**config.mk**
```make
export PLATFORM = sky130hd
export DESIGN_NAME = selective_repeat_receiver_flat
export DESIGN_NICKNAME = d
export VERILOG_FILES = /design/src/sv/srr_pkg.sv /design/src/sv/srr_if.sv /design/src/sv/srr_controller.sv /design/src/sv/srr_datapath.sv /design/src/sv/selective_repeat_receiver.sv /design/src/flat_wrapper.sv
export SDC_FILE = /design/constraint.sdc
export NUM_CORES = 2
export LEC_CHECK = 0
export ABC_AREA = 1
export BUFFER_PORTS_ARGS = -buffer_cell sky130_fd_sc_hd__buf_2
export CAP_MARGIN = 20
export CELL_PAD_IN_SITES_DETAIL_PLACEMENT = 0
export CELL_PAD_IN_SITES_GLOBAL_PLACEMENT = 1
export CORE_UTILIZATION = 35
export DETAILED_ROUTE_END_ITERATION = 8
export GPL_ROUTABILITY_DRIVEN = 0
export HOLD_SLACK_MARGIN = 0.05
export PLACE_DENSITY = 0.72
export SYNTH_ARGS = -nofsm -noshare
export SYNTH_HDL_FRONTEND = slang
export SYNTH_HIERARCHICAL = 1
export SYNTH_SLANG_ARGS = --single-unit
```
**constraint.sdc**
```tcl
create_clock -name clk -period 11.63 [get_ports clk]
set_clock_uncertainty 0.1 [all_clocks]
set_input_delay 2.326 -clock clk [delete_from_list [all_inputs] [get_ports clk]]
set_output_delay 2.326 -clock clk [all_outputs]
set_load 0.01 [all_outputs]
```
**src/sv/srr_pkg.sv**
```systemverilog
// Shared types and constants of the selective-repeat receiver.
// No dependencies; used by every other file of the block but the assertion macro header.
package srr_pkg;

  localparam int SEQ_W     = 4;
  localparam int FIELD_W   = 32;
  localparam int PL_WORD_W = 64;
  localparam int PL_TOP_W  = 32;
  localparam int PAYLOAD_W = 2 * PL_WORD_W + PL_TOP_W;
  localparam int CHK_W     = 10;

  localparam logic [CHK_W-1:0] ACK_BASE = 10'd960;

  localparam logic KIND_DATA = 1'b0;
  localparam logic KIND_ACK  = 1'b1;

  typedef struct packed {
    logic load_in;
    logic sum_en;
    logic check_en;
    logic write_en;
    logic load_data;
    logic load_ack;
  } srr_cmd_t;

  typedef struct packed {
    logic good;
    logic slot_hit;
  } srr_status_t;

endpackage

```
**src/sv/srr_if.sv**
```systemverilog
// Handshake channels of the selective-repeat receiver: packet in, result out.
// Depends on srr_pkg.
interface srr_in_if;
  import srr_pkg::*;

  logic                       valid;
  logic                       ready;
  logic [SEQ_W-1:0]           seq_number;
  logic signed [FIELD_W-1:0]  ack_field;
  logic signed [FIELD_W-1:0]  check_field;
  logic [PL_WORD_W-1:0]       payload_low;
  logic [PL_WORD_W-1:0]       payload_mid;
  logic [PL_TOP_W-1:0]        payload_top;

  modport source (output valid, seq_number, ack_field, check_field, payload_low,
                  payload_mid, payload_top, input ready);
  modport sink (input valid, seq_number, ack_field, check_field, payload_low,
                payload_mid, payload_top, output ready);
endinterface

interface srr_out_if;
  import srr_pkg::*;

  logic                  valid;
  logic                  ready;
  logic                  result_kind;
  logic [SEQ_W-1:0]      ack_number;
  logic [CHK_W-1:0]      ack_checksum;
  logic [PL_WORD_W-1:0]  out_payload_low;
  logic [PL_WORD_W-1:0]  out_payload_mid;
  logic [PL_TOP_W-1:0]   out_payload_top;
  logic                  last_result;

  modport source (output valid, result_kind, ack_number, ack_checksum,
                  out_payload_low, out_payload_mid, out_payload_top, last_result,
                  input ready);
  modport sink (input valid, result_kind, ack_number, ack_checksum,
                out_payload_low, out_payload_mid, out_payload_top, last_result,
                output ready);
endinterface

```
**src/sv/srr_controller.sv**
```systemverilog
// Sequencing state machine of the selective-repeat receiver.
// Depends on srr_pkg; drives srr_datapath through srr_cmd_t.
module srr_controller (
  input  logic                 clk,
  input  logic                 rst,
  input  logic                 in_valid,
  output logic                 in_ready,
  output logic                 out_valid,
  input  logic                 out_ready,
  input  srr_pkg::srr_status_t status,
  output srr_pkg::srr_cmd_t    cmd
);
  import srr_pkg::*;

  localparam logic [2:0] ST_IDLE      = 3'd0;
  localparam logic [2:0] ST_SUM       = 3'd1;
  localparam logic [2:0] ST_CHECK     = 3'd2;
  localparam logic [2:0] ST_WRITE     = 3'd3;
  localparam logic [2:0] ST_LOOK      = 3'd4;
  localparam logic [2:0] ST_LOAD      = 3'd5;
  localparam logic [2:0] ST_WAIT_DATA = 3'd6;
  localparam logic [2:0] ST_WAIT_ACK  = 3'd7;

  logic [2:0] state;
  logic [2:0] state_next;

  always_ff @(posedge clk) begin
    if (rst) begin
      state <= ST_IDLE;
    end else begin
      state <= state_next;
    end
  end

  always_comb begin
    state_next = state;
    cmd        = '0;
    in_ready   = 1'b0;
    out_valid  = 1'b0;
    case (state)
      ST_IDLE: begin
        in_ready = 1'b1;
        if (in_valid) begin
          cmd.load_in = 1'b1;
          state_next  = ST_SUM;
        end
      end
      ST_SUM: begin
        cmd.sum_en = 1'b1;
        state_next = ST_CHECK;
      end
      ST_CHECK: begin
        cmd.check_en = 1'b1;
        state_next   = ST_WRITE;
      end
      ST_WRITE: begin
        cmd.write_en = 1'b1;
        if (status.good) begin
          state_next = ST_LOOK;
        end else begin
          cmd.load_ack = 1'b1;
          state_next   = ST_WAIT_ACK;
        end
      end
      // memory read of the expected slot is in flight during this state
      ST_LOOK: begin
        if (status.slot_hit) begin
          state_next = ST_LOAD;
        end else begin
          cmd.load_ack = 1'b1;
          state_next   = ST_WAIT_ACK;
        end
      end
      ST_LOAD: begin
        cmd.load_data = 1'b1;
        state_next    = ST_WAIT_DATA;
      end
      ST_WAIT_DATA: begin
        out_valid = 1'b1;
        if (out_ready) begin
          state_next = ST_LOOK;
        end
      end
      ST_WAIT_ACK: begin
        out_valid = 1'b1;
        if (out_ready) begin
          state_next = ST_IDLE;
        end
      end
      default: begin
        state_next = ST_IDLE;
      end
    endcase
  end

endmodule

```
**src/sv/srr_datapath.sv**
```systemverilog
// Datapath of the selective-repeat receiver: checksum, window test, slot
// buffer memory, expected counter and result register. Depends on srr_pkg.
module srr_datapath #(
  parameter int SEQ_SPACE = 12,
  parameter int WINDOW    = 6
) (
  input  logic                               clk,
  input  logic                               rst,
  input  srr_pkg::srr_cmd_t                  cmd,
  output srr_pkg::srr_status_t               status,
  input  logic [srr_pkg::SEQ_W-1:0]          seq_number,
  input  logic signed [srr_pkg::FIELD_W-1:0] ack_field,
  input  logic signed [srr_pkg::FIELD_W-1:0] check_field,
  input  logic [srr_pkg::PL_WORD_W-1:0]      payload_low,
  input  logic [srr_pkg::PL_WORD_W-1:0]      payload_mid,
  input  logic [srr_pkg::PL_TOP_W-1:0]       payload_top,
  output logic                               result_kind,
  output logic [srr_pkg::SEQ_W-1:0]          ack_number,
  output logic [srr_pkg::CHK_W-1:0]          ack_checksum,
  output logic [srr_pkg::PL_WORD_W-1:0]      out_payload_low,
  output logic [srr_pkg::PL_WORD_W-1:0]      out_payload_mid,
  output logic [srr_pkg::PL_TOP_W-1:0]       out_payload_top,
  output logic                               last_result
);
  import srr_pkg::*;

  localparam int IDX_W = (SEQ_SPACE > 1) ? $clog2(SEQ_SPACE) : 1;
  localparam int EXT_W = SEQ_W + 1;
  localparam logic [EXT_W-1:0] SPACE_X  = EXT_W'(SEQ_SPACE);
  localparam logic [EXT_W-1:0] WIN_X    = EXT_W'(WINDOW);
  localparam logic [IDX_W-1:0] LAST_IDX = IDX_W'(SEQ_SPACE - 1);

  // sum of eight bytes, each sign-extended
  function automatic logic signed [10:0] byte_sum8(input logic [PL_WORD_W-1:0] w);
    logic signed [10:0] s;
    s = '0;
    for (int i = 0; i < 8; i++) begin
      s = s + 11'(signed'(w[8*i +: 8]));
    end
    return s;
  endfunction

  logic [SEQ_W-1:0]          seq_r;
  logic signed [FIELD_W-1:0] ack_r;
  logic [FIELD_W-1:0]        chk_r;
  logic [PAYLOAD_W-1:0]      pl_r;
  logic [FIELD_W-1:0]        base;
  logic signed [10:0]        psum_low;
  logic signed [10:0]        psum_mid;
  logic signed [10:0]        psum_top;
  logic                      good;
  logic [SEQ_W-1:0]          ack_num;
  logic [IDX_W-1:0]          expected;
  logic [SEQ_SPACE-1:0]      slot_valid;
  logic [PAYLOAD_W-1:0]      mem [SEQ_SPACE];
  logic [PAYLOAD_W-1:0]      rd_data;

  logic signed [12:0]        bsum;
  logic [FIELD_W-1:0]        total;
  logic [EXT_W-1:0]          seq_x;
  logic [EXT_W-1:0]          exp_x;
  logic [EXT_W-1:0]          seq_gap;
  logic                      in_win;
  logic                      pass;
  logic [IDX_W-1:0]          prev_exp;
  logic [IDX_W-1:0]          wr_idx;
  logic                      wr_en;

  always_comb begin
    bsum     = 13'(psum_low) + 13'(psum_mid) + 13'(psum_top);
    total    = base + FIELD_W'(bsum);
    seq_x    = {1'b0, seq_r};
    exp_x    = EXT_W'(expected);
    seq_gap  = (seq_x >= exp_x) ? (seq_x - exp_x) : (seq_x + SPACE_X - exp_x);
    in_win   = (seq_x < SPACE_X) && (seq_gap < WIN_X);
    pass     = (total == chk_r) && in_win;
    prev_exp = (expected == '0) ? LAST_IDX : (expected - 1'b1);
    wr_idx   = seq_r[IDX_W-1:0];
    // a duplicate keeps the payload first buffered
    wr_en    = cmd.write_en && good && !slot_valid[wr_idx];
  end

  assign status.good     = good;
  assign status.slot_hit = slot_valid[expected];

  always_ff @(posedge clk) begin
    if (cmd.load_in) begin
      seq_r <= seq_number;
      ack_r <= ack_field;
      chk_r <= check_field;
      pl_r  <= {payload_top, payload_mid, payload_low};
    end
    if (cmd.sum_en) begin
      base     <= FIELD_W'(ack_r) + FIELD_W'(seq_r);
      psum_low <= byte_sum8(pl_r[PL_WORD_W-1:0]);
      psum_mid <= byte_sum8(pl_r[2*PL_WORD_W-1:PL_WORD_W]);
      psum_top <= byte_sum8({{(PL_WORD_W-PL_TOP_W){1'b0}}, pl_r[PAYLOAD_W-1:2*PL_WORD_W]});
    end
    if (cmd.check_en) begin
      ack_num <= pass ? seq_r : SEQ_W'(prev_exp);
    end
  end

  always_ff @(posedge clk) begin
    if (rst) begin
      good <= 1'b0;
    end else if (cmd.check_en) begin
      good <= pass;
    end
  end

  // slot buffer
  always_ff @(posedge clk) begin
    if (wr_en) begin
      mem[wr_idx] <= pl_r;
    end
    rd_data <= mem[expected];
  end

  always_ff @(posedge clk) begin
    if (rst) begin
      slot_valid <= '0;
      expected   <= '0;
    end else begin
      if (wr_en) begin
        slot_valid[wr_idx] <= 1'b1;
      end
      if (cmd.load_data) begin
        slot_valid[expected] <= 1'b0;
        expected             <= (expected == LAST_IDX) ? '0 : (expected + 1'b1);
      end
    end
  end

  always_ff @(posedge clk) begin
    if (cmd.load_data) begin
      result_kind     <= KIND_DATA;
      ack_number      <= '0;
      ack_checksum    <= '0;
      out_payload_low <= rd_data[PL_WORD_W-1:0];
      out_payload_mid <= rd_data[2*PL_WORD_W-1:PL_WORD_W];
      out_payload_top <= rd_data[PAYLOAD_W-1:2*PL_WORD_W];
      last_result     <= 1'b0;
    end else if (cmd.load_ack) begin
      result_kind     <= KIND_ACK;
      ack_number      <= ack_num;
      ack_checksum    <= ACK_BASE + CHK_W'(ack_num);
      out_payload_low <= '0;
      out_payload_mid <= '0;
      out_payload_top <= '0;
      last_result     <= 1'b1;
    end
  end

endmodule

```
**src/sv/selective_repeat_receiver.sv**
```systemverilog
// Selective-repeat ARQ receiver. One packet is taken at a time: after it is
// accepted the checksum and window test run in the sum, check and write
// states. A rejected packet then gives its ack item. An accepted packet goes
// on to the slot lookup, each buffered in-order payload comes out as a data
// item (slot memory read, result load, hand-off), and the packet closes with
// one ack item; 0 to WINDOW payloads are delivered per packet. Input ready
// stays low until the ack item is taken.
// Depends on srr_pkg, srr_if, srr_controller and srr_datapath.
module selective_repeat_receiver #(
  parameter int SEQ_SPACE = 12,
  parameter int WINDOW    = 6
) (
  input logic       clk,
  input logic       rst,
  srr_in_if.sink    packet,
  srr_out_if.source result
);
  import srr_pkg::*;

  srr_cmd_t    cmd;
  srr_status_t status;

  srr_controller u_ctrl (
    .clk       (clk),
    .rst       (rst),
    .in_valid  (packet.valid),
    .in_ready  (packet.ready),
    .out_valid (result.valid),
    .out_ready (result.ready),
    .status    (status),
    .cmd       (cmd)
  );

  srr_datapath #(
    .SEQ_SPACE (SEQ_SPACE),
    .WINDOW    (WINDOW)
  ) u_dp (
    .clk             (clk),
    .rst             (rst),
    .cmd             (cmd),
    .status          (status),
    .seq_number      (packet.seq_number),
    .ack_field       (packet.ack_field),
    .check_field     (packet.check_field),
    .payload_low     (packet.payload_low),
    .payload_mid     (packet.payload_mid),
    .payload_top     (packet.payload_top),
    .result_kind     (result.result_kind),
    .ack_number      (result.ack_number),
    .ack_checksum    (result.ack_checksum),
    .out_payload_low (result.out_payload_low),
    .out_payload_mid (result.out_payload_mid),
    .out_payload_top (result.out_payload_top),
    .last_result     (result.last_result)
  );

endmodule

```
**src/flat_wrapper.sv**
```systemverilog
// flat-port wrapper written by rule: the top's interface ports become plain ports
module selective_repeat_receiver_flat import srr_pkg::*;
#(
  parameter int SEQ_SPACE = 12,
  parameter int WINDOW    = 6
)
  (clk, rst, packet_valid, packet_seq_number, packet_ack_field, packet_check_field, packet_payload_low, packet_payload_mid, packet_payload_top, packet_ready, result_valid, result_result_kind, result_ack_number, result_ack_checksum, result_out_payload_low, result_out_payload_mid, result_out_payload_top, result_last_result, result_ready);
  srr_in_if packet_i ();
  srr_out_if result_i ();
  input logic clk;
  input logic rst;
  input wire logic [$bits(packet_i.valid)-1:0] packet_valid;
  input wire logic [$bits(packet_i.seq_number)-1:0] packet_seq_number;
  input wire logic [$bits(packet_i.ack_field)-1:0] packet_ack_field;
  input wire logic [$bits(packet_i.check_field)-1:0] packet_check_field;
  input wire logic [$bits(packet_i.payload_low)-1:0] packet_payload_low;
  input wire logic [$bits(packet_i.payload_mid)-1:0] packet_payload_mid;
  input wire logic [$bits(packet_i.payload_top)-1:0] packet_payload_top;
  output wire logic [$bits(packet_i.ready)-1:0] packet_ready;
  output wire logic [$bits(result_i.valid)-1:0] result_valid;
  output wire logic [$bits(result_i.result_kind)-1:0] result_result_kind;
  output wire logic [$bits(result_i.ack_number)-1:0] result_ack_number;
  output wire logic [$bits(result_i.ack_checksum)-1:0] result_ack_checksum;
  output wire logic [$bits(result_i.out_payload_low)-1:0] result_out_payload_low;
  output wire logic [$bits(result_i.out_payload_mid)-1:0] result_out_payload_mid;
  output wire logic [$bits(result_i.out_payload_top)-1:0] result_out_payload_top;
  output wire logic [$bits(result_i.last_result)-1:0] result_last_result;
  input wire logic [$bits(result_i.ready)-1:0] result_ready;
  assign packet_i.valid = packet_valid;
  assign packet_i.seq_number = packet_seq_number;
  assign packet_i.ack_field = packet_ack_field;
  assign packet_i.check_field = packet_check_field;
  assign packet_i.payload_low = packet_payload_low;
  assign packet_i.payload_mid = packet_payload_mid;
  assign packet_i.payload_top = packet_payload_top;
  assign packet_ready = packet_i.ready;
  assign result_valid = result_i.valid;
  assign result_result_kind = result_i.result_kind;
  assign result_ack_number = result_i.ack_number;
  assign result_ack_checksum = result_i.ack_checksum;
  assign result_out_payload_low = result_i.out_payload_low;
  assign result_out_payload_mid = result_i.out_payload_mid;
  assign result_out_payload_top = result_i.out_payload_top;
  assign result_last_result = result_i.last_result;
  assign result_i.ready = result_ready;
  selective_repeat_receiver #(.SEQ_SPACE(SEQ_SPACE), .WINDOW(WINDOW)) u_core (.clk(clk), .rst(rst), .packet(packet_i), .result(result_i));
endmodule
```
==> results.md <==
- Status: completed
- Final Hold Violating Endpoints: 0
- Max_slew headroom: between 10% and 20%
- First-pass GRT wire length: about 420000 um
- Synthesis-stage register bit count: ~2600
- Hold bufs inserted after CTS: 0
- RSZ-0062 raised after global routing: no
- Maximum level of the CTS H-tree: 5
- Slew of the pin with the lowest slew margin: around 1300 ps
- Total of endpoints with negative setup slack in the final report: 0
- Internal: 20.3 mW
- Power share of the combinational group: 38.2%
- CP Launch Point: u_core/u_dp/psum_mid[1]$_DFFE_PP_
- Root buf cell: sky130_fd_sc_hd__clkbuf_16
- Insertion delay to the later sink of the worst-skew pair: between 900 and 1000 ps
- Post-synth cell types: 44
- Die area: 292000 um2
- Max_cap viols: 0
- Initial Util: between 30% and 40%
- Per-cell routed wire length: 23.9 um
- Mapped cell area: around 100000 um2
- Dominant cells by area after synthesis: sky130_fd_sc_hd__edfxtp_1 (70%), sky130_fd_sc_hd__o21ai_0 (4.9%), sky130_fd_sc_hd__nor2_1 (4.1%)
- Number of iterations in the first detailed-routing pass: 9
- Cell accounting for the most synthesized area: sky130_fd_sc_hd__edfxtp_1
- WL final: between 200000 and 300000 um
- Total setup buffers inserted after CTS: 0
- Clock Tree Buf Depth: 4
- Class of the most critical setup path: flip-flop to flip-flop
- Final worst path period need: ~5400 ps
- Sum of negative setup slack: 0 ps
- Synthesis-to-finish area growth: 15.4%
- Area fraction of the dominant cell type after synthesis: a little over two thirds
- Pin count of the biggest net entering global routing: between 200 and 250
- First DRT Iteration DRCs: about 6500
- Clock-pin transition on the worst setup and hold timing paths: about 60 ps
- Required time at the endpoint of the critical path: 12140 ps
- Average cell area after synthesis: approximately 13 um2
- Number of buffer cells added on primary ports: a little over 400
- Largest vdd supply drop: roughly 0.00045 V
- Seq pwr share: about a third
- Post-DR vias/cell: roughly 5.2
- Number of antenna violations at the first check in global routing: 37
- I/O pins: just over 400
- Reg2Reg Launch Point: u_core/u_dp/psum_mid[1]$_DFFE_PP_
- Yosys warning total: 6
- Mapped Cells: 7819
- Most frequent standard cell in the layout excluding fill and tap cells: sky130_fd_sc_hd__edfxtp_1
- Critical Path Source Type: flip-flop
- Cell area after placement: 108000 um2
- Final core utilization: approximately 41%
- Maximum fanout encountered on the critical timing path: 6
- Slowest CP cell: sky130_fd_sc_hd__fa_1
- Signal arrival time at the worst endpoint: roughly 5900 ps
- Start point of the worst hold path: u_core/u_dp/rd_data[85]$_DFF_P_
- Power density over the cells: between 200 and 300 nW/um2
- Final cycle utilization of the critical path: a little under half
- Number of buffers created by CTS: 283
- Die outline width: ~540 um
- Leakage power summed over all cells: approximately 42 nW
- TritonCTS clock tree: yes
- Count of vias placed by the detailed router: 63833
- Leading cell types in the layout, fill and taps excluded: sky130_fd_sc_hd__edfxtp_1 (2377), sky130_fd_sc_hd__nor2_1 (1084), sky130_fd_sc_hd__nand2_1 (1019), sky130_fd_sc_hd__o21ai_0 (996), sky130_fd_sc_hd__inv_1 (504)
- Storage element area: 75100 um2
- Antenna Nets Post-Route: 0
- # rows: 197
- Net switching power of the design: ~13 mW
- Post-DP HPWL: ~160000 um
- Fillers: around 27000
- Sw Share: 39.0%
- Portion of total power attributed to the clock network: between 20% and 30%
- Number of global-route vias before repair: ~62000
- Post-synthesis sequential area ratio: 73.9%
- Fraction of final layout cells sized beyond drive strength 1: 11.4%
- Layout Nets: 8648
- CORE AREA: approximately 290000 um2
- Number of gates resized after CTS: 0
- Kind of end point of the critical path: flip-flop
- Vertical die dimension: roughly 540 um
- Path class of the lowest-slack min-delay path: flip-flop to flip-flop
- Number of slew-limit violations in the final report: 0
- DRC: 0
- Largest stage delay, worst path: around 450 ps
- Layout Cell Area excl Fill: about 120000 um2
- All-layer global routing usage: 19.4%
- Upper clock frequency limit: 185 MHz
- Leftover overflow at the end of global routing: 0
- CTS Sinks: around 2600
- Area of the multi-input gates: 23100 um2
[worst max-delay path, delay by kind of cell (launching register included)]
kind	cells	cell delay [ps]
AO/OA/AOI/OAI	5	1010
XOR/XNOR	2	620
adder cells (fa/ha/maj)	4	1410
buffers and inverters	5	360
flip-flops	1	370
AND/OR/NAND/NOR	12	1270
[path summary, 6_finish.rpt]
kind                                                    to  depth (start not counted)  slack (ps)
max                       u_core/u_dp/ack_num[1]$_DFFE_PP_                         28        6240
min          u_core/u_dp/out_payload_mid[21]$_SDFFCE_PN0P_                          2         360
max reg2reg               u_core/u_dp/ack_num[1]$_DFFE_PP_                         28        6240
min reg2reg  u_core/u_dp/out_payload_mid[21]$_SDFFCE_PN0P_                          2         360
[cell type report]
cell class,count,area share (%)
flip-flops and latches,2562,64.1
multi-input cells,4340,19.7
clock buffers,382,6.66
well taps,3781,4.04
repair buffers,493,2.46
inverters,509,1.64
clock inverters,137,1.39
diodes,8,0.0171
[per-stage QoR]
stage / setup slack, ps / hold WS (ps) / power [mW] / cells
6_report: 6240 / 358 / 33.4 / 12212
4_1_cts: 6270 / 375 / 33.6 / 12203
5_1_grt: 5880 / 401 / 35.4 / 12205
3_3_place_gp: 6300 / 369 / 24.6 / 11683
3_5_place_dp: 6290 / 365 / 24.6 / 11684
2_1_floorplan: 2640 / 347 / 20.1 / 7820
[registers in the layout, summed over array words and instances, names as in the netlist, 64 cells and up]
signal                       flops
u_core/u_dp/rd_data            160
u_core/u_dp/pl_r               160
u_core/u_dp/out_payload_mid     64
u_core/u_dp/out_payload_low     64
u_core/u_dp/mem               1920
[kinds of logic (layout without fill, tap and decap cells)]
logic type,count (synthesis),in the layout,synth area share [%]
flip-flops,2562,2562,73.9
XOR/XNOR,97,97,0.851
adder cells (fa/ha/maj),227,227,3.80
buffers and inverters,918,1521,3.45
AO/OA/AOI/OAI,1573,1573,8.41
other,1,10,0.00369
AND/OR/NAND/NOR,2441,2441,9.56
[cells in the mapped netlist, drive strengths merged]
library cell and instances:
conb 1, fa 136, nand3 241, clkbuf 370, nand2 1026, o31ai 1
o211ai 1, a21o 5, nand3b 11, and3 1, o22ai 485, and2 3
a21boi 1, a22o 1, nand4 21, or2 5, inv 508, dfxtp 185
a21oi 66, a31oi 4, a22oi 6, clkinv 1, o21bai 6, nor3 18
buf 39, edfxtp 2377, nor4 4, ha 91, nor2 1111, xor2 57
xor3 1, xnor2 39, o21ai 997
[routing by layer]
metal  wire length, um  part of all wire [%]  vias to the layer above  global-route usage, %
li1                  -                     -                    28516                      -
met1            128000                    44                    32331                   27.3
met2            133000                    46                     2499                   30.6
met3             20800                   7.1                      479                   2.81
met4              9970                   3.4                        8                   6.69
met5                55                 0.019                        -                      0
[power by group through the flow]
stage	logic (mW)	registers, mW	clock network (mW)
after CTS	12.8	11.6	9.15
final	12.7	11.6	8.97
after global routing	14.3	11.7	9.48
after floorplan	8.41	11.7	0
after detailed placement	12.8	11.8	0
after global placement	12.8	11.8	0
Power figures use the tool's default switching activity.
